`src/rtl/core/utv_pkg.sv`:
```
// shared types, codes and constants for the utf-16 text field validator
package utv_pkg;

    // field widths
    localparam int UNIT_W   = 16;
    localparam int LIMIT_W  = 9;
    localparam int STATUS_W = 2;
    localparam int TCOUNT_W = 9;
    localparam int CFG_IDX_W = 1;

    // default counter width, counters saturate at 2^COUNT_BITS - 1
    localparam int COUNT_BITS_DEF = 9;

    // configuration register indexes
    localparam logic [CFG_IDX_W-1:0] CFG_AUTHOR_LIMIT  = 1'd0;
    localparam logic [CFG_IDX_W-1:0] CFG_MESSAGE_LIMIT = 1'd1;

    // limit values after reset
    localparam logic [LIMIT_W-1:0] AUTHOR_LIMIT_RST  = 9'd32;
    localparam logic [LIMIT_W-1:0] MESSAGE_LIMIT_RST = 9'd256;

    // text modes
    localparam logic MODE_AUTHOR  = 1'b0;
    localparam logic MODE_MESSAGE = 1'b1;

    // result status codes
    localparam logic [STATUS_W-1:0] STATUS_VALID       = 2'd0;
    localparam logic [STATUS_W-1:0] STATUS_BAD_AUTHOR  = 2'd1;
    localparam logic [STATUS_W-1:0] STATUS_BAD_MESSAGE = 2'd2;

    // code unit ranges
    localparam logic [UNIT_W-1:0] HIGH_SURR_LO = 16'hD800;
    localparam logic [UNIT_W-1:0] HIGH_SURR_HI = 16'hDBFF;
    localparam logic [UNIT_W-1:0] LOW_SURR_LO  = 16'hDC00;
    localparam logic [UNIT_W-1:0] LOW_SURR_HI  = 16'hDFFF;
    localparam logic [UNIT_W-1:0] C0_CTRL_HI   = 16'h001F;
    localparam logic [UNIT_W-1:0] C1_CTRL_LO   = 16'h007F;
    localparam logic [UNIT_W-1:0] C1_CTRL_HI   = 16'h009F;
    localparam logic [UNIT_W-1:0] COLON_UNIT   = 16'h003A;

    // code unit classes handed from front to back
    typedef enum logic [2:0] {
        CLS_OTHER,
        CLS_SPACE,
        CLS_COLON,
        CLS_CTRL,
        CLS_HIGH,
        CLS_LOW
    } t_unit_class;

    // input transaction
    typedef struct packed {
        logic [UNIT_W-1:0] code_unit;
        logic              mode;
        logic              last;
    } t_in_item;

    // result transaction
    typedef struct packed {
        logic [STATUS_W-1:0] status;
        logic [TCOUNT_W-1:0] trimmed_count;
    } t_out_item;

    // classified unit held in the queue
    typedef struct packed {
        t_unit_class cls;
        logic        mode;
        logic        last;
    } t_cls_item;

    // unicode whitespace test on one code unit
    function automatic logic is_space_unit(input logic [UNIT_W-1:0] u);
        return (u >= 16'h0009 && u <= 16'h000D) || u == 16'h0020 ||
            u == 16'h0085 || u == 16'h00A0 || u == 16'h1680 ||
            (u >= 16'h2000 && u <= 16'h200A) || u == 16'h2028 ||
            u == 16'h2029 || u == 16'h202F || u == 16'h205F || u == 16'h3000;
    endfunction

endpackage

```
`src/rtl/core/utv_front.sv`:
```
// front end: classifies each incoming code unit for the back end
module utv_front (
    input  utv_pkg::t_in_item  i_item,
    output utv_pkg::t_cls_item o_entry
);
    import utv_pkg::*;

    logic        high_surr;
    logic        low_surr;
    logic        ctrl;
    t_unit_class cls;

    // range decodes
    assign high_surr = (i_item.code_unit >= HIGH_SURR_LO) && (i_item.code_unit <= HIGH_SURR_HI);
    assign low_surr  = (i_item.code_unit >= LOW_SURR_LO) && (i_item.code_unit <= LOW_SURR_HI);
    assign ctrl      = (i_item.code_unit <= C0_CTRL_HI) ||
                       ((i_item.code_unit >= C1_CTRL_LO) && (i_item.code_unit <= C1_CTRL_HI));

    // priority: surrogates, control (wins over whitespace), colon, whitespace
    always_comb begin
        if (high_surr) begin
            cls = CLS_HIGH;
        end else if (low_surr) begin
            cls = CLS_LOW;
        end else if (ctrl) begin
            cls = CLS_CTRL;
        end else if (i_item.code_unit == COLON_UNIT) begin
            cls = CLS_COLON;
        end else if (is_space_unit(i_item.code_unit)) begin
            cls = CLS_SPACE;
        end else begin
            cls = CLS_OTHER;
        end
    end

    assign o_entry.cls  = cls;
    assign o_entry.mode = i_item.mode;
    assign o_entry.last = i_item.last;

endmodule

```
`src/rtl/core/utv_queue.sv`:
```
// two-entry queue between front and back ends
module utv_queue (
    input  logic               i_clk,
    input  logic               i_rst_n,
    input  logic               i_push,
    input  utv_pkg::t_cls_item i_push_data,
    output logic               o_full,
    input  logic               i_pop,
    output logic               o_not_empty,
    output utv_pkg::t_cls_item o_pop_data
);
    import utv_pkg::*;

    t_cls_item   r_mem [2];
    logic        r_wr_ptr;
    logic        r_rd_ptr;
    logic [1:0]  r_count;
    logic [1:0]  n_count;

    assign o_full      = (r_count == 2'd2);
    assign o_not_empty = (r_count != 2'd0);
    assign o_pop_data  = r_mem[r_rd_ptr];

    // occupancy
    always_comb begin
        n_count = r_count;
        if (i_push && !i_pop) begin
            n_count = r_count + 2'd1;
        end else if (!i_push && i_pop) begin
            n_count = r_count - 2'd1;
        end
    end

    // pointers and count
    always_ff @(posedge i_clk) begin
        if (!i_rst_n) begin
            r_wr_ptr <= 1'b0;
            r_rd_ptr <= 1'b0;
            r_count  <= 2'd0;
        end else begin
            if (i_push) begin
                r_wr_ptr <= ~r_wr_ptr;
            end
            if (i_pop) begin
                r_rd_ptr <= ~r_rd_ptr;
            end
            r_count <= n_count;
        end
    end

    // entry storage
    always_ff @(posedge i_clk) begin
        if (i_push) begin
            r_mem[r_wr_ptr] <= i_push_data;
        end
    end

endmodule

```
`src/rtl/core/utv_back.sv`:
```
// back end: per-string state, trimming, counting and the result register
module utv_back #(
    parameter int COUNT_BITS = utv_pkg::COUNT_BITS_DEF
) (
    input  logic                         i_clk,
    input  logic                         i_rst_n,
    input  logic                         i_entry_valid,
    input  utv_pkg::t_cls_item           i_entry,
    output logic                         o_pop,
    input  logic [utv_pkg::LIMIT_W-1:0]  i_author_limit,
    input  logic [utv_pkg::LIMIT_W-1:0]  i_message_limit,
    output logic                         o_out_valid,
    input  logic                         i_out_ready,
    output utv_pkg::t_out_item           o_out_data
);
    import utv_pkg::*;

    localparam logic [COUNT_BITS-1:0] CAP = {COUNT_BITS{1'b1}};
    localparam int CMP_W = (COUNT_BITS > LIMIT_W) ? COUNT_BITS : LIMIT_W;

    // string state
    logic                  r_in_string;
    logic                  r_mode;
    logic                  r_err;
    logic                  r_hs;
    logic                  r_cs;
    logic [COUNT_BITS-1:0] r_sc;
    logic [COUNT_BITS-1:0] r_pc;

    logic                  n_mode;
    logic                  n_err;
    logic                  n_hs;
    logic                  n_cs;
    logic [COUNT_BITS-1:0] n_sc;
    logic [COUNT_BITS-1:0] n_pc;

    logic                  cur_cs;
    logic [COUNT_BITS-1:0] cur_sc;
    logic [COUNT_BITS-1:0] cur_pc;
    logic [COUNT_BITS:0]   pc_inc;
    logic [COUNT_BITS-1:0] pc_sat;
    logic [COUNT_BITS:0]   sc_sum;
    logic [COUNT_BITS-1:0] sc_take;
    logic                  take;

    logic                  r_out_valid;
    t_out_item             r_out_data;
    logic                  slot_free;
    logic [LIMIT_W-1:0]    limit;
    logic [CMP_W-1:0]      cnt_ext;
    logic                  bad;

    // the output slot frees up when empty or being taken
    assign slot_free = !r_out_valid || i_out_ready;
    assign o_pop     = i_entry_valid && (!i_entry.last || slot_free);

    // state seen by this unit: a new string starts from cleared state
    assign n_mode = r_in_string ? r_mode : i_entry.mode;
    assign cur_cs = r_in_string && r_cs;
    assign cur_sc = r_in_string ? r_sc : '0;
    assign cur_pc = r_in_string ? r_pc : '0;

    // saturating pending + 1, then saturating add into the scalar count
    assign pc_inc  = {1'b0, cur_pc} + {{COUNT_BITS{1'b0}}, 1'b1};
    assign pc_sat  = pc_inc[COUNT_BITS] ? CAP : pc_inc[COUNT_BITS-1:0];
    assign sc_sum  = {1'b0, cur_sc} + {1'b0, pc_sat};
    assign sc_take = sc_sum[COUNT_BITS] ? CAP : sc_sum[COUNT_BITS-1:0];

    // unit decision
    always_comb begin
        n_err = r_in_string && r_err;
        n_hs  = 1'b0;
        take  = 1'b0;
        n_pc  = cur_pc;
        if (r_in_string && r_hs) begin
            // unit after a high surrogate must be its low half
            if (i_entry.cls == CLS_LOW) begin
                take = 1'b1;
            end else begin
                n_err = 1'b1;
            end
        end else begin
            unique case (i_entry.cls)
                CLS_HIGH:  n_hs = 1'b1;
                CLS_LOW:   n_err = 1'b1;
                CLS_CTRL:  n_err = 1'b1;
                CLS_COLON: begin
                    if (n_mode == MODE_AUTHOR) begin
                        n_err = 1'b1;
                    end else begin
                        take = 1'b1;
                    end
                end
                CLS_SPACE: begin
                    if (cur_cs) begin
                        n_pc = pc_sat;
                    end
                end
                CLS_OTHER: take = 1'b1;
                default:   n_err = 1'b1;
            endcase
        end
        if (take) begin
            n_pc = '0;
        end
    end

    assign n_cs = cur_cs || take;
    assign n_sc = take ? sc_take : cur_sc;

    // verdict on the last unit
    assign limit   = (n_mode == MODE_MESSAGE) ? i_message_limit : i_author_limit;
    assign cnt_ext = CMP_W'(n_sc);
    assign bad     = n_err || n_hs || !n_cs || (cnt_ext > CMP_W'(limit));

    // string state update, cleared after the last unit
    always_ff @(posedge i_clk) begin
        if (!i_rst_n) begin
            r_in_string <= 1'b0;
            r_mode      <= MODE_AUTHOR;
            r_err       <= 1'b0;
            r_hs        <= 1'b0;
            r_cs        <= 1'b0;
            r_sc        <= '0;
            r_pc        <= '0;
        end else if (o_pop) begin
            r_in_string <= !i_entry.last;
            r_mode      <= i_entry.last ? MODE_AUTHOR : n_mode;
            r_err       <= !i_entry.last && n_err;
            r_hs        <= !i_entry.last && n_hs;
            r_cs        <= !i_entry.last && n_cs;
            r_sc        <= i_entry.last ? '0 : n_sc;
            r_pc        <= i_entry.last ? '0 : n_pc;
        end
    end

    // result register
    always_ff @(posedge i_clk) begin
        if (!i_rst_n) begin
            r_out_valid <= 1'b0;
        end else if (o_pop && i_entry.last) begin
            r_out_valid <= 1'b1;
        end else if (i_out_ready) begin
            r_out_valid <= 1'b0;
        end
    end

    always_ff @(posedge i_clk) begin
        if (o_pop && i_entry.last) begin
            r_out_data.status        <= !bad ? STATUS_VALID :
                                        (n_mode == MODE_MESSAGE) ? STATUS_BAD_MESSAGE
                                                                 : STATUS_BAD_AUTHOR;
            r_out_data.trimmed_count <= cnt_ext[TCOUNT_W-1:0];
        end
    end

    assign o_out_valid = r_out_valid;
    assign o_out_data  = r_out_data;

endmodule

```
`src/rtl/core/utf16_text_field_validator.sv`:
```
// top level of the utf-16 text field validator
// The block takes one UTF-16 code unit per cycle while the queue has room and returns
// one result per string, on the unit marked last: status valid, invalid author or
// invalid message, and the scalar count of the whitespace-trimmed text. The front end
// classifies each unit in the cycle it is accepted and writes it into a two-entry
// queue; the back end takes one queued unit per cycle, unless a last unit waits for the
// output register, and updates the string state, so the sustained rate is one unit per
// clock while no result is held. A last unit goes through the queue into the back end,
// which then loads the result register; the result waits there until it is taken.
// While that register is held the back end keeps consuming units that are not last, and
// input stalls only once the queue is full. Limits are written through the configuration
// channel, which is always ready; there is no start-up pass after reset.
module utf16_text_field_validator #(
    parameter int COUNT_BITS = utv_pkg::COUNT_BITS_DEF
) (
    input  logic                            i_clk,
    input  logic                            i_rst_n,
    input  logic                            i_in_valid,
    output logic                            o_in_ready,
    input  utv_pkg::t_in_item               i_in_data,
    output logic                            o_out_valid,
    input  logic                            i_out_ready,
    output utv_pkg::t_out_item              o_out_data,
    input  logic                            i_cfg_valid,
    output logic                            o_cfg_ready,
    input  logic [utv_pkg::CFG_IDX_W-1:0]   i_cfg_index,
    input  logic [utv_pkg::LIMIT_W-1:0]     i_cfg_data
);
    import utv_pkg::*;

    logic [LIMIT_W-1:0] r_auth_lim;
    logic [LIMIT_W-1:0] r_msg_lim;
    t_cls_item          entry_in;
    t_cls_item          entry_out;
    logic               q_full;
    logic               q_not_empty;
    logic               q_pop;
    logic               in_push;

    assign o_cfg_ready = 1'b1;
    assign o_in_ready  = !q_full;
    assign in_push     = i_in_valid && !q_full;

    // configuration registers
    always_ff @(posedge i_clk) begin
        if (!i_rst_n) begin
            r_auth_lim <= AUTHOR_LIMIT_RST;
            r_msg_lim  <= MESSAGE_LIMIT_RST;
        end else if (i_cfg_valid) begin
            unique case (i_cfg_index)
                CFG_AUTHOR_LIMIT:  r_auth_lim <= i_cfg_data;
                CFG_MESSAGE_LIMIT: r_msg_lim  <= i_cfg_data;
                default: ;
            endcase
        end
    end

    utv_front u_front (
        .i_item  (i_in_data),
        .o_entry (entry_in)
    );

    utv_queue u_queue (
        .i_clk       (i_clk),
        .i_rst_n     (i_rst_n),
        .i_push      (in_push),
        .i_push_data (entry_in),
        .o_full      (q_full),
        .i_pop       (q_pop),
        .o_not_empty (q_not_empty),
        .o_pop_data  (entry_out)
    );

    utv_back #(
        .COUNT_BITS (COUNT_BITS)
    ) u_back (
        .i_clk           (i_clk),
        .i_rst_n         (i_rst_n),
        .i_entry_valid   (q_not_empty),
        .i_entry         (entry_out),
        .o_pop           (q_pop),
        .i_author_limit  (r_auth_lim),
        .i_message_limit (r_msg_lim),
        .o_out_valid     (o_out_valid),
        .i_out_ready     (i_out_ready),
        .o_out_data      (o_out_data)
    );

endmodule

```
`config.mk`:
```
export PLATFORM = sky130hd
export DESIGN_NAME = utf16_text_field_validator
export DESIGN_NICKNAME = d
export VERILOG_FILES = /design/src/rtl/core/utv_pkg.sv /design/src/rtl/core/utv_front.sv /design/src/rtl/core/utv_queue.sv /design/src/rtl/core/utv_back.sv /design/src/rtl/core/utf16_text_field_validator.sv
export SDC_FILE = /design/constraint.sdc
export NUM_CORES = 1
export LEC_CHECK = 0
export BUFFER_PORTS_ARGS = -buffer_cell sky130_fd_sc_hd__buf_2
export CAP_MARGIN = 25
export CELL_PAD_IN_SITES_DETAIL_PLACEMENT = 0
export CELL_PAD_IN_SITES_GLOBAL_PLACEMENT = 1
export CORE_ASPECT_RATIO = 0.7
export CORE_MARGIN = 2
export CORE_UTILIZATION = 45
export DETAILED_ROUTE_END_ITERATION = 7
export PLACE_DENSITY = 0.81
export SKIP_CTS_REPAIR_TIMING = 1
export SYNTH_ARGS = -nofsm -noshare
export SYNTH_HDL_FRONTEND = slang
export SYNTH_SLANG_ARGS = --single-unit
```
`constraint.sdc`:
```
create_clock -name i_clk -period 6.6 [get_ports i_clk]
set_clock_uncertainty 0.1 [all_clocks]
set_input_delay 0.66 -clock i_clk [delete_from_list [all_inputs] [get_ports i_clk]]
set_output_delay 0.66 -clock i_clk [all_outputs]
set_load 0.05 [all_outputs]
```
Yosys cells after proc, flatten, opt, wreduce, memory -nomap -nowiden

Memories as Yosys holds them, arrays and structs flattened. A register that Yosys moved wholly into a read port is not among the register bits.
Cells that the tools add are included.

Bits of input ports: 33
Register bits: 57
Bits in read-only memories: 0
Memories kept: 1
Output and inout bits: 14
Latch bits: 0
Memory bits (writable): 10
Word-level logic and storage cells: 134

Memory list:

| memory        | depth | bits a word | read ports | clocked after Yosys merged registers in | wr ports | line            | source |
|---|---|---|---|---|---|---|---|
| u_queue.r_mem | 2     | 5           | 1          | 1                                       | 1        | utv_queue.sv:14 | `t_cls_item r_mem [2];` |

Divide/modulo/power cells: 0
Shift-type cells: 0
Reduce and logical (&&, ||, !) cells: 46
Multipliers: 0
Equal/unequal tests: 15
Muxes and demuxes: 38
Add/subtract/negate cells: 4
Bitwise gates (word level): 3
$lt $le $gt $ge: 12

Operator list:

| operator             | count |
|---|---|
| $mux 9               | 12 |
| $eq 16x14->1 const B | 5 |
| $eq 16x6->1 const B  | 2 |
| $eq 16x8->1 const B  | 2 |
| $ge 16x16->1 const B | 2 |
| $le 16x16->1 const B | 2 |
| $logic_or 1x1->1     | 17 |
| $mux 1               | 17 |
| $eq 16x13->1 const B | 1 |
| $ge 16x14->1 const B | 1 |
| $ge 16x4->1 const B  | 1 |
| $ge 16x7->1 const B  | 1 |
| $le 16x14->1 const B | 1 |
| $le 16x4->1 const B  | 1 |
| $le 16x5->1 const B  | 1 |
| $le 16x8->1 const B  | 1 |
| $logic_and 1x1->1    | 16 |
| $mux 3               | 4 |
| $add 9x1->10 const B | 1 |
| $add 9x9->10         | 1 |
| $gt 9x9->1           | 1 |
| $eq 3x3->1 const B   | 2 |
| $logic_not 1->1      | 6 |
| $mux 2               | 3 |
| other kinds (11)     | 17 |

Logic depth before layout (Yosys ltp)

Gate-level depths: netlist of the first run.

Word-level depth: 17
Mapped depth: 20
Mapped depth without buffers: 19

Cells and area by module

Synthesis of the first run repeated with hierarchy kept, for this count alone.

Cell total of the unflattened synthesis: 443
Area, all modules: 4135.2 um2

Modules (own cells, without submodules):

| module                     | sequential area each (um2) | cells an instance | instances | area each (um2) |
|---|---|---|---|---|
| utv_back                   | 810.8                      | 280               | 1         | 2486.1 |
| utf16_text_field_validator | 360.3                      | 76                | 1         | 716.9 |
| utv_queue                  | 400.4                      | 37                | 1         | 578.1 |
| utv_front                  | 0.0                        | 50                | 1         | 354.1 |

Worst setup path after synthesis of the first run

Ideal clock, no wire load.

Path kind: reg-to-reg
From: register u_back.r_in_string
To: register u_back.r_out_data, in the netlist u_back.o_out_data[10], data pin
Stages on the path, launching flop included: 20
Library setup time: 273 ps
Slack: 1901 ps
Data required time: 6227 ps
Period minus slack after synthesis: 4699 ps
Arrival time: 4326 ps
Path buffers: 1
Cells stage by stage: dfxtp_1 -> buf_2 -> and2_1 -> ha_1 -> and3_1 -> nand4_1 -> xnor2_1 -> a21o_1 -> ha_1 -> a21o_1 -> a41o_1 -> nor2_2 -> a22oi_1 -> ha_1 -> or4_1 -> a221o_1 -> a31oi_1 -> nor3_1 -> a2111oi_0 -> nor2_1

Word-level cells in the longest chain between the ends: 8
Elaborated cells on any way between the ends: 27
Classes of those cells: 2 x add/sub; 1 x order compare; 16 x mux; 8 x reduce/logical

RTL lines:

| item                        | line            | source |
|---|---|---|
| start, declared             | utv_back.sv:22  | `logic r_in_string;` |
| start signal, assigned      | utv_back.sv:127 | `r_in_string <= !i_entry.last;` |
| $mux 9                      | utv_back.sv:61  | `assign cur_pc = r_in_string ? r_pc : '0;` |
| $add 9x1->10                | utv_back.sv:64  | `assign pc_inc = {1'b0, cur_pc} + {{COUNT_BITS{1'b0}}, 1'b1};` |
| $mux 9                      | utv_back.sv:65  | `assign pc_sat = pc_inc[COUNT_BITS] ? CAP : pc_inc[COUNT_BITS-1:0];` |
| $add 9x9->10                | utv_back.sv:66  | `assign sc_sum = {1'b0, cur_sc} + {1'b0, pc_sat};` |
| $mux 9                      | utv_back.sv:67  | `assign sc_take = sc_sum[COUNT_BITS] ? CAP : sc_sum[COUNT_BITS-1:0];` |
| $mux 9 *                    | utv_back.sv:109 | `assign n_sc = take ? sc_take : cur_sc;` |
| named net u_back.cnt_ext[5] | utv_back.sv:50  | `logic [CMP_W-1:0] cnt_ext;` |
| $gt 9x9->1 *                | utv_back.sv:114 | `assign bad = n_err \|\| n_hs \|\| !n_cs \|\| (cnt_ext > CMP_W'(limit));` |
| $logic_or 1x1->1 *          | utv_back.sv:114 |  |
| end, declared               | utv_back.sv:47  | `t_out_item r_out_data;` |

The timed path passes the listed nets; every way through them passes the cells marked *.
A chain may end at the register's enable or synchronous reset.

Worst setup path in the final report of the first run

Same ends and word-level chain as after synthesis.

==> summary.md, run 1 <==
| Metric | Value |
|---|---|
| Synth cell types | 65 |
| Synthesis-stage register bit count | 68 |
| Most used DFF post-synth | dfxtp_1 |
| Power Total | between 1500 and 2000 µW |
| Share of the synthesized area in the top cell type | 0.2339 |
| Final wirelength | 9.167 mm |
| Final instance area | 4599 µm² |
| Routed vias | 3382 |
| DR iter-0 viols | 232 |
| Area leader, netlist | dfxtp_1 |
| Worst Path Buf+Inv | 0 |
| ANT cells | 0 |
| Nets@finish | 537 |
| # IOs | between 40 and 50 |
| Core Rows | 28 |
| Routed Antenna Nets | 0 |
| GRT Resource Usage Total | 0.2004 |
| Die width | approximately 120 µm |
| RSZ-0062 raised after global routing | no |
| Clock latency on the worst-skew pair | ~330 ps |
| Root buffer cell | clkbuf_16 |
| Peak VDD IR | 217.3 µV |
| Placed inst area | 4312 µm² |
| Post-synth EDFFs | 21 |
| Status | completed |
| Final design utilization | 0.5359 |
| Die height | between 80 and 90 µm |
| CP Cell Sequence | and2_1, ha_1, and3_1, nand4_1, xnor2_1, a21o_1, ha_1, a21o_1, a41o_1, nor2_2, a22oi_1, ha_1, or4_1, a221o_1, a31oi_1, nor3_1, a2111oi_0, nor2_1 |
| Grt total ovfl | 0 |
| Synth Net Count | between 400 and 500 |
| Fmax | 0.1901 GHz |
| Final Hold Viols | 0 |
| Most frequent cells in the layout | nand2_1, dfxtp_1, buf_2 |
| DRC | 0 |
| DR pass1 iterations | 5 |
| WL/cell | 15.08 µm |
| Vias in the first global route | 3255 |
| Syn_area_per_cell | 9.080 µm² |
| Period Utilization, post-route | 0.7969 |
| Slew headroom | 0.4319 |
| Synth area leaders | dfxtp_1, edfxtp_1, nand2_1 |
| Starting Density | 0.4687 |
| H-tree depth | 3 |
| Global-route wire length before repair | about 15 mm |
| Number of I/O port buffers | 45 |
| Worst-margin pin slew | 851.7 ps |
| Initial antenna violation count | 0 |
| Pwr Density | 356.0 nW/µm² |
| Slew Viols, Final | 0 |
| Clk slew on worst S/H paths | about 50 ps |
| Critical Path AT | 5220 ps |
| Largest net degree at the start of global routing | 32 |
| TritonCTS buffer count | 9 |
| Cell family with most CP delay | compound AO/OA/AOI/OAI gates |
| Mapped Cells | between 400 and 500 |
| Min cycle time layout | 5260 ps |
| Setup TNS | 0 ps |
| Synth Warn # | 0 |
| CTS tree | built |
| Share of layout cells above drive strength 1 | 0.1557 |
| CP max stage cell | a2111oi_0 |
| Critical Path End Type | register |
| Critical path class | reg -> reg |
| Placer congestion estimate | between 0.8 and 0.9 |
| HPWL Detailed | 6.982 mm |
| Die area | 9724 µm² |
| Core box area | 8583 µm² |
| Most used cell, CP | ha_1 |
| CTS Sinks | 68 |
| Crit-path max FO | 10 |
| Startpoint Class | register |
| Syn-to-layout area delta | 14.34% |
| Sequential element share of the synthesized area | 0.3907 |
| Final setup viols | 0 |
| Max-cap violation count | 0 |
| P_leak | 0.001975 µW |
| Via density | 5.563 |
| Req. time, crit path | approximately 6600 ps |
| Worst path max stage delay | approximately 510 ps |
| Hold/Removal Path Class | reg -> reg |
| CTS max path bufs | 2 |
| Asr flop ratio synth | 0 |
| Commonest non-fill, non-tap cell in the layout | nand2_1 |
| Mapped cell area | slightly above 4000 µm² |
-- per-layer routing --
| metal | vias to the layer above | global-route usage | share of wire |
|---|---|---|---|
| met4 | 0 | 0.04920 | 0.0087 |
| met3 | 10 | 0.06058 | 0.050 |
| met1 | 1572 | 0.2903 | 0.51 |
| met5 | - | 0 | 0 |
| met2 | 89 | 0.2906 | 0.43 |
| li1 | 1711 | - | - |
-- cells in the mapped netlist (4+ instances only) --
cell / number
nand4_1: 5
nor4b_1: 4
nand2_1: 71
a22oi_2: 5
o211ai_1: 4
xor2_1: 7
nand2b_1: 7
dfxtp_1: 47
and2_1: 13
o22ai_1: 7
nand3_1: 13
a21boi_0: 18
buf_2: 6
a31oi_1: 4
inv_1: 19
a21oi_1: 11
a22o_1: 15
nor2_1: 15
edfxtp_1: 21
a21o_1: 8
and3_1: 5
clkbuf_1: 8
ha_1: 20
nor2b_1: 6
o21ai_0: 17
xnor2_1: 5
mux2i_1: 11
a22oi_1: 9
or4_1: 4
nor3_1: 11
-- worst reg2reg max path, cell delays in order (launching register included) --
cell       delay (ps)
dfxtp_1           490
and2_1            240
ha_1              260
and3_1            200
nand4_1           120
xnor2_1           170
a21o_1            220
ha_1              360
a21o_1            230
a41o_1            230
nor2_2            320
a22oi_1           190
ha_1              260
or4_1             490
a221o_1           280
a31oi_1           150
nor3_1             80
a2111oi_0         510
nor2_1            100
-- area by class of cell --
type / count / area, µm²
clock buffers: 14 / 254.0
clock inverters: 2 / 33.78
fillers: 772 / 3984
inverters: 19 / 71.32
multi-input cells: 337 / 2271
flip-flops and latches: 68 / 1572
well taps: 120 / 150.1
repair buffers: 48 / 247.7
-- final timing paths --
| kind | start | to | slack [ps] | depth (start not counted) |
|---|---|---|---|---|
| max | u_back.r_in_string | u_back.o_out_data[10] | 1340 | 18 |
| min | r_msg_lim[2] | r_msg_lim[2] | 360 | 2 |
| max reg2reg | u_back.r_in_string | u_back.o_out_data[10] | 1340 | 18 |
| min reg2reg | r_msg_lim[2] | r_msg_lim[2] | 360 | 2 |
-- metrics by stage --
stage / std cells / hold WS, ps / setup WS (ps)
detailed placement: 592 / 357.6 / 1424
CTS: 608 / 364.8 / 1407
finish: 608 / 361.3 / 1340
global route: 608 / 385.2 / 950.1
global placement: 592 / 351.1 / 1582
floorplan: 443 / 339.8 / 1901
-- power by group --
part | switching, µW | internal, µW | total (µW)
logic | 395 | 217 | 611
registers | 46.1 | 513 | 559
clock network | 165 | 302 | 467
total | 606 | 1030 | 1640
-- state kept, by name (all words and copies together) (netlist names), named ones only --
signal              cells
u_queue.r_count         2
r_auth_lim              9
u_queue.r_mem          10
u_back.r_hs             1
u_queue.r_rd_ptr        1
u_back.r_mode           1
r_msg_lim               9
u_back.o_out_valid      1
u_back.o_out_data      11
u_back.r_sc             9
u_back.r_err            1
u_back.r_pc             9
u_queue.r_wr_ptr        1
u_back.r_in_string      1
u_back.r_cs             1
-- logic make-up after synthesis --
group	Yosys count	share of synthesized area
simple gates	173	0.2205
compound gates	118	0.2187
flops	68	0.3907
buf+inv	38	0.04479
fa+ha+maj	21	0.06719
xor+xnor	12	0.02613
mux	12	0.03110
other cells	1	0.0009322
(Power assumes the default switching activity.)
==> run 2, diff against run 1 <==
Settings changed: CORE_UTILIZATION 45 to 41, PLACE_DENSITY 0.81 to 0.78.
Clock period 6.6 ns to 4.35 ns, I/O delays scaled along.
==> summary.md, run 2 (synthesis gave the netlist of run 1 again) <==
| Metric | Value |
|---|---|
| Status | finished with violations |
| Failing checks | setup timing |
| Pre-CTS WS | -164.1 ps (-1588 ps) |
| DRC | 0 (unchanged) |
| Via density | 5.484 (-1.4%) |
| Final instance area | 5159 µm² (+12%) |
| Initial antenna violation count | 0 (unchanged) |
| TritonCTS buffer count | 9 (unchanged) |
| Period Utilization, post-route | 1.016 (+0.2195) |
| Commonest non-fill, non-tap cell in the layout | nand2_1 |
| Placer congestion estimate | 0.9225 (+10%) |
| Worst path max stage delay | 510 ps (about the same) |
| Grt total ovfl | 0 (unchanged) |
| Min-delay src | i_in_data[0] |
| Crit-path max FO | 5 (-5) |
| RSZ-0062 raised after global routing | yes |
| Core Rows | 30 (+7.1%) |
| Fin Hold WS | 191.6 ps (-169.7 ps) |
| Startpoint Class | register |
| Most frequent cells in the layout | nand2_1, buf_4, dfxtp_1, buf_2, edfxtp_1 |
| Syn-to-layout area delta | 28.24% |
| Peak VDD IR | 297.9 µV (+37%) |
| # IOs | 47 (unchanged) |
| Pwr Density | 512.2 nW/µm² (+44%) |
| R2r endpoint | u_back.o_out_data[9] |
| Starting Density | 0.4186 (-0.05004) |
| HPWL Detailed | 7.957 mm (+14%) |
| Worst-margin pin slew | 990.6 ps (+139.0 ps) |
| Min cycle time layout | 4422 ps (-838.1 ps) |
| Req. time, crit path | 4330 ps (-2230 ps) |
| Nets@finish | 588 (+9.5%) |
| Final Hold Viols | 0 (unchanged) |
| Critical Path AT | 4400 ps (-820 ps) |
| Routed Antenna Nets | 0 (unchanged) |
| Placed inst area | 4662 µm² (+8.1%) |
| Core box area | 9609 µm² (+12%) |
| Clock latency on the worst-skew pair | 340 ps (about the same) |
| WL/cell | 16.14 µm (+7.0%) |
| Hold/Removal Path Class | in -> reg |
| CTS Sinks | 68 (unchanged) |
| CP max stage cell | or4_1 |
| Number of flip-flops in the largest register | 11 (unchanged) |
| Worst Hold End | u_queue.r_mem[1][0] |
| Die area | 10630 µm² (+9.3%) |
| Die width | 122.4 µm (+4.6%) |
| DR pass1 iterations | 5 (unchanged) |
| Largest net degree at the start of global routing | 32 (unchanged) |
| H-tree depth | 3 (unchanged) |
| Fillers | 912 (+18%) |
| Final setup viols | 2 (+2) |
| Critical Path End Type | register |
| CTS max path bufs | 2 (unchanged) |
| RR Startpoint | u_back.r_in_string |
| Vias in the first global route | 3552 (+9.1%) |
| Number of I/O port buffers | 45 (unchanged) |
| Setup TNS | -125.8 ps (-125.8 ps) |
| CTS tree | built |
| Critical path class | reg -> reg |
| Reg2reg path depth | 18 (unchanged) |
| Slew headroom | 0.3392 (-0.09271) |
| ANT cells | 0 (unchanged) |
| Clk slew on worst S/H paths | 60 ps (about the same) |
| Cell depth of the worst min-delay path | 1 (-1) |
| Fmax | 0.2262 GHz (+19%) |
| GRT Resource Usage Total | 0.2093 (+0.008874) |
| Power Total | 2642 µW (+61%) |
| Worst R2R Setup Slack | -70 ps (-1410 ps) |
| Max-cap violation count | 0 (unchanged) |
| CP Cell Sequence | and2_4, ha_4, and3_4, nand4_1, xnor2_2, a21o_1, ha_4, a21o_1, a41o_1, nor2_4, a22oi_2, ha_1, or4_1, a221o_1, a31oi_1, nor3_2, a2111oi_4, nor2_1 |
| Slew Viols, Final | 0 (unchanged) |
| Share of layout cells above drive strength 1 | 0.2987 (+0.1430) |
| Die height | 86.87 µm (+4.5%) |
| P_leak | 0.002246 µW (+14%) |
| Global-route wire length before repair | 17.18 mm (+11%) |
| Routed vias | 3658 (+8.2%) |
| DR iter-0 viols | 267 (+15%) |
| Final worst slack | -71.53 ps (-1412 ps) |
| Root buffer cell | clkbuf_16 |
| Final wirelength | 10.76 mm (+17%) |
[run 2: area by class of cell]
type | count | area, µm² | area share
sequential | 68 | 1577 | 0.3056
timing repair buffer | 99 | 638.1 | 0.1237
clock buffer | 11 | 254.0 | 0.04924
tap | 128 | 160.2 | 0.03105
multi-input combinational | 337 | 2426 | 0.4703
inverter | 19 | 71.32 | 0.01382
clock inverter | 5 | 32.53 | 0.006306
[run 2: metal layers]
| metal | global-route usage | routed length (µm) | part of all wire |
|---|---|---|---|
| met4 | 0.06270 | 149 | 0.014 |
| met1 | 0.2927 | 5311 | 0.49 |
| met2 | 0.3207 | 4805 | 0.45 |
| met5 | 0 | 0 | 0 |
| met3 | 0.05170 | 496 | 0.046 |
[run 2: how the worst max path moves through the flow]
stage	end	slack (ps)	startpoint	cells past startpoint
3_5_place_dp	u_back.o_out_data[9]	-160	u_back.r_in_string	19
6_report	u_back.o_out_data[9]	-70	u_back.r_in_string	18
2_1_floorplan	u_back.o_out_data[10]	20	u_back.r_pc[2]	18
4_1_cts	u_back.o_out_data[9]	-200	u_back.r_in_string	19
3_3_place_gp	u_back.o_out_data[10]	-60	u_back.r_in_string	19
5_1_grt	u_back.o_out_data[9]	-310	u_back.r_in_string	18
[run 2: where the power goes]
group / switching (µW) / internal (µW)
clock: 280 / 421
sequential: 65.5 / 779
combinational: 676 / 421
total: 1020 / 1620
[run 2: worst max-delay path: cells and delay by family, from the launching register on]
kind	cells	cell delay [ps]
AOI/OAI and AO/OA	7	1460
xor gates and xnor gates	1	250
adders and majority gates	3	610
DFF	1	370
and+or+nand+nor	7	1370
[run 2: through the flow]
stage               utilization  cells
floorplan                     -    443
finish                   0.5368    667
global route             0.5368    667
CTS                      0.5150    655
global placement         0.4852    639
detailed placement       0.4852    639
==> run 3, diff against run 2 <==
Settings changed: CORE_UTILIZATION 41 to 29, PLACE_DENSITY 0.78 to 0.59.
==> summary.md, run 3 (synthesis gave the netlist of run 1 again) <==
| Metric | Value |
|---|---|
| Root buffer cell | clkbuf_16 |
| Worst-margin pin slew | 1035 ps (+44.16 ps) |
| Final wirelength | 11.24 mm (+4.5%) |
| Commonest non-fill, non-tap cell in the layout | nand2_1 |
| Reg2reg path depth | 19 (+1) |
| Nets@finish | 596 (+1.4%) |
| Worst path max stage delay | 530 ps (+20 ps) |
| Finished Layout Cells | 732 (+9.7%) |
| Worst R2R Setup Slack | -90 ps (-20 ps) |
| Final Hold Viols | 0 (unchanged) |
| TritonCTS buffer count | 9 (unchanged) |
| P_leak | 0.002293 µW (+2.1%) |
| Routed vias | 3623 (-0.96%) |
| DR iter-0 viols | 247 (-7.5%) |
| RR Startpoint | u_back.r_in_string |
| Crit-path max FO | 6 (+1) |
| Startpoint Class | register |
| Clock latency on the worst-skew pair | 330 ps (about the same) |
| H-tree depth | 3 (unchanged) |
| Peak VDD IR | 241.6 µV (-19%) |
| Number of flip-flops in the largest register | 11 (unchanged) |
| CTS Sinks | 68 (unchanged) |
| Most used cell, CP | ha_2 |
| R2r endpoint | u_back.o_out_data[9] |
| HPWL Detailed | 8.524 mm (+7.1%) |
| Die width | 144.8 µm (+18%) |
| Sw frac | 0.3726 (-0.01398) |
| CTS tree | built |
| P_int | 1711 µW (+5.5%) |
| Status | finished with violations |
| DR pass1 iterations | 5 (unchanged) |
| CP startpoint | u_back.r_in_string |
| Critical Path End Type | register |
| CTS max path bufs | 2 (unchanged) |
| Worst Path Buf+Inv | 0 (unchanged) |
| Global-route wire length before repair | 17.93 mm (+4.4%) |
| Final setup viols | 2 (unchanged) |
| Slew Viols, Final | 0 (unchanged) |
| Vias in the first global route | 3474 (-2.2%) |
| Syn-to-layout area delta | 32.07% |
| ANT cells | 0 (unchanged) |
| Min cycle time layout | 4441 ps (+19.73 ps) |
| GRT Resource Usage Total | 0.1585 (-0.05076) |
| Hold/Removal Path Class | in -> reg |
| Cell depth of the worst min-delay path | 1 (unchanged) |
| Starting Density | 0.3012 (-0.1174) |
| DRC | 0 (unchanged) |
| CP Cell Sequence | and2_4, ha_4, and3_4, nand2_2, xor2_1, o22ai_1, ha_2, o21ai_0, nand2b_1, a41o_1, nor2_4, a22oi_2, ha_2, or4_1, a221o_1, a31oi_1, nor3_2, a2111oi_4, nor2_1 |
| Comb pwr share | 0.407 (-0.008) |
| Fmax | 0.2252 GHz (-0.44%) |
| Grt total ovfl | 0 (unchanged) |
| Failing checks | setup timing |
| Share of layout cells above drive strength 1 | 0.2998 (+0.001116) |
| # IOs | 47 (unchanged) |
| Core box area | 13360 µm² (+39%) |
| Seq pwr share | 0.310 (-0.010) |
| Placer congestion estimate | 0.8980 (-2.7%) |
| Critical Path Sink | u_back.o_out_data[9] |
| Initial antenna violation count | 0 (unchanged) |
| Pwr Density | 513.2 nW/µm² (+0.19%) |
| Req. time, crit path | 4330 ps (about the same) |
| Critical path class | reg -> reg |
| RSZ-0062 raised after global routing | yes |
| CP max stage cell | or4_1 |
| Max-cap violation count | 0 (unchanged) |
| Final worst slack | -91.26 ps (-19.73 ps) |
| Slew headroom | 0.3097 (-0.02946) |
| Via density | 4.949 (-9.8%) |
| Most frequent cells in the layout | nand2_1, buf_4, dfxtp_1, buf_2, edfxtp_1 |
| Core Rows | 35 (+17%) |
| Number of I/O port buffers | 45 (unchanged) |
| Cell family with most CP delay | simple AND/OR/NAND/NOR gates |
| Die height | 102.5 µm (+18%) |
| Largest net degree at the start of global routing | 32 (unchanged) |
| Critical Path AT | 4420 ps (+20 ps) |
| Final design utilization | 0.3978 (-0.1391) |
| Switch Pwr | 1016 µW (-0.55%) |
| Period Utilization, post-route | 1.021 (+0.004535) |
| Critical path depth | 19 (+1) |
| DP Cell Count | 708 (+11%) |
| Routed Antenna Nets | 0 (unchanged) |
| WL/cell | 15.36 µm (-4.8%) |
| Die area | 14840 µm² (+40%) |
| Clk slew on worst S/H paths | 60 ps (about the same) |
| Clock power frac | 0.283 (+0.018) |
## run 3: worst min-delay path by stage
stage                          end            from
2_1_floorplan         r_msg_lim[8]    r_msg_lim[8]
3_3_place_gp          r_msg_lim[8]    r_msg_lim[8]
3_5_place_dp        u_back.r_sc[0]  u_back.r_sc[0]
4_1_cts        u_queue.r_mem[0][0]    i_in_data[0]
5_1_grt        u_queue.r_mem[1][1]    i_in_data[1]
6_report       u_queue.r_mem[1][1]    i_in_data[1]
## run 3: per-layer routing
metal / vias up / global-route usage / wire, µm / part of all wire
met3: 13 / 0.03576 / 374 / 0.033
met5: - / 0 / 0 / 0
li1: 1827 / - / - / -
met2: 59 / 0.2264 / 4692 / 0.42
met1: 1724 / 0.2384 / 6063 / 0.54
met4: 0 / 0.04332 / 114 / 0.010
## run 3: final cells by class
class,instances,area (µm²)
Fill cell,1354,8044
Multi-Input combinational cell,337,2429
Sequential cell,68,1577
Timing Repair Buffer,107,694.4
Clock buffer,12,236.5
Tap cell,185,231.5
Clock inverter,4,73.82
Inverter,19,71.32
## run 3: power groups by stage
stage	Sequential, µW	Combinational (µW)	Clock, µW
2_1_floorplan	947	655	0
3_3_place_gp	856	1050	0
3_5_place_dp	860	1050	0
4_1_cts	847	1060	787
5_1_grt	862	1210	817
6_report	846	1110	770
## run 3: stage by stage
step | hold slack, ps | setup WS, ps | total power [µW] | setup TNS, ps | instance area [µm²]
after global routing | 180.2 | -237.9 | 2893 | -461.2 | 5313
final | 193.0 | -91.26 | 2727 | -171.3 | 5313
after global placement | 351.8 | -192.2 | 1908 | -383.8 | 4828
after detailed placement | 356.8 | -277.8 | 1910 | -543.2 | 4828
after floorplan | 339.8 | 20.90 | 1601 | 0 | 4076
after CTS | 184.5 | -314.8 | 2695 | -616.6 | 5139
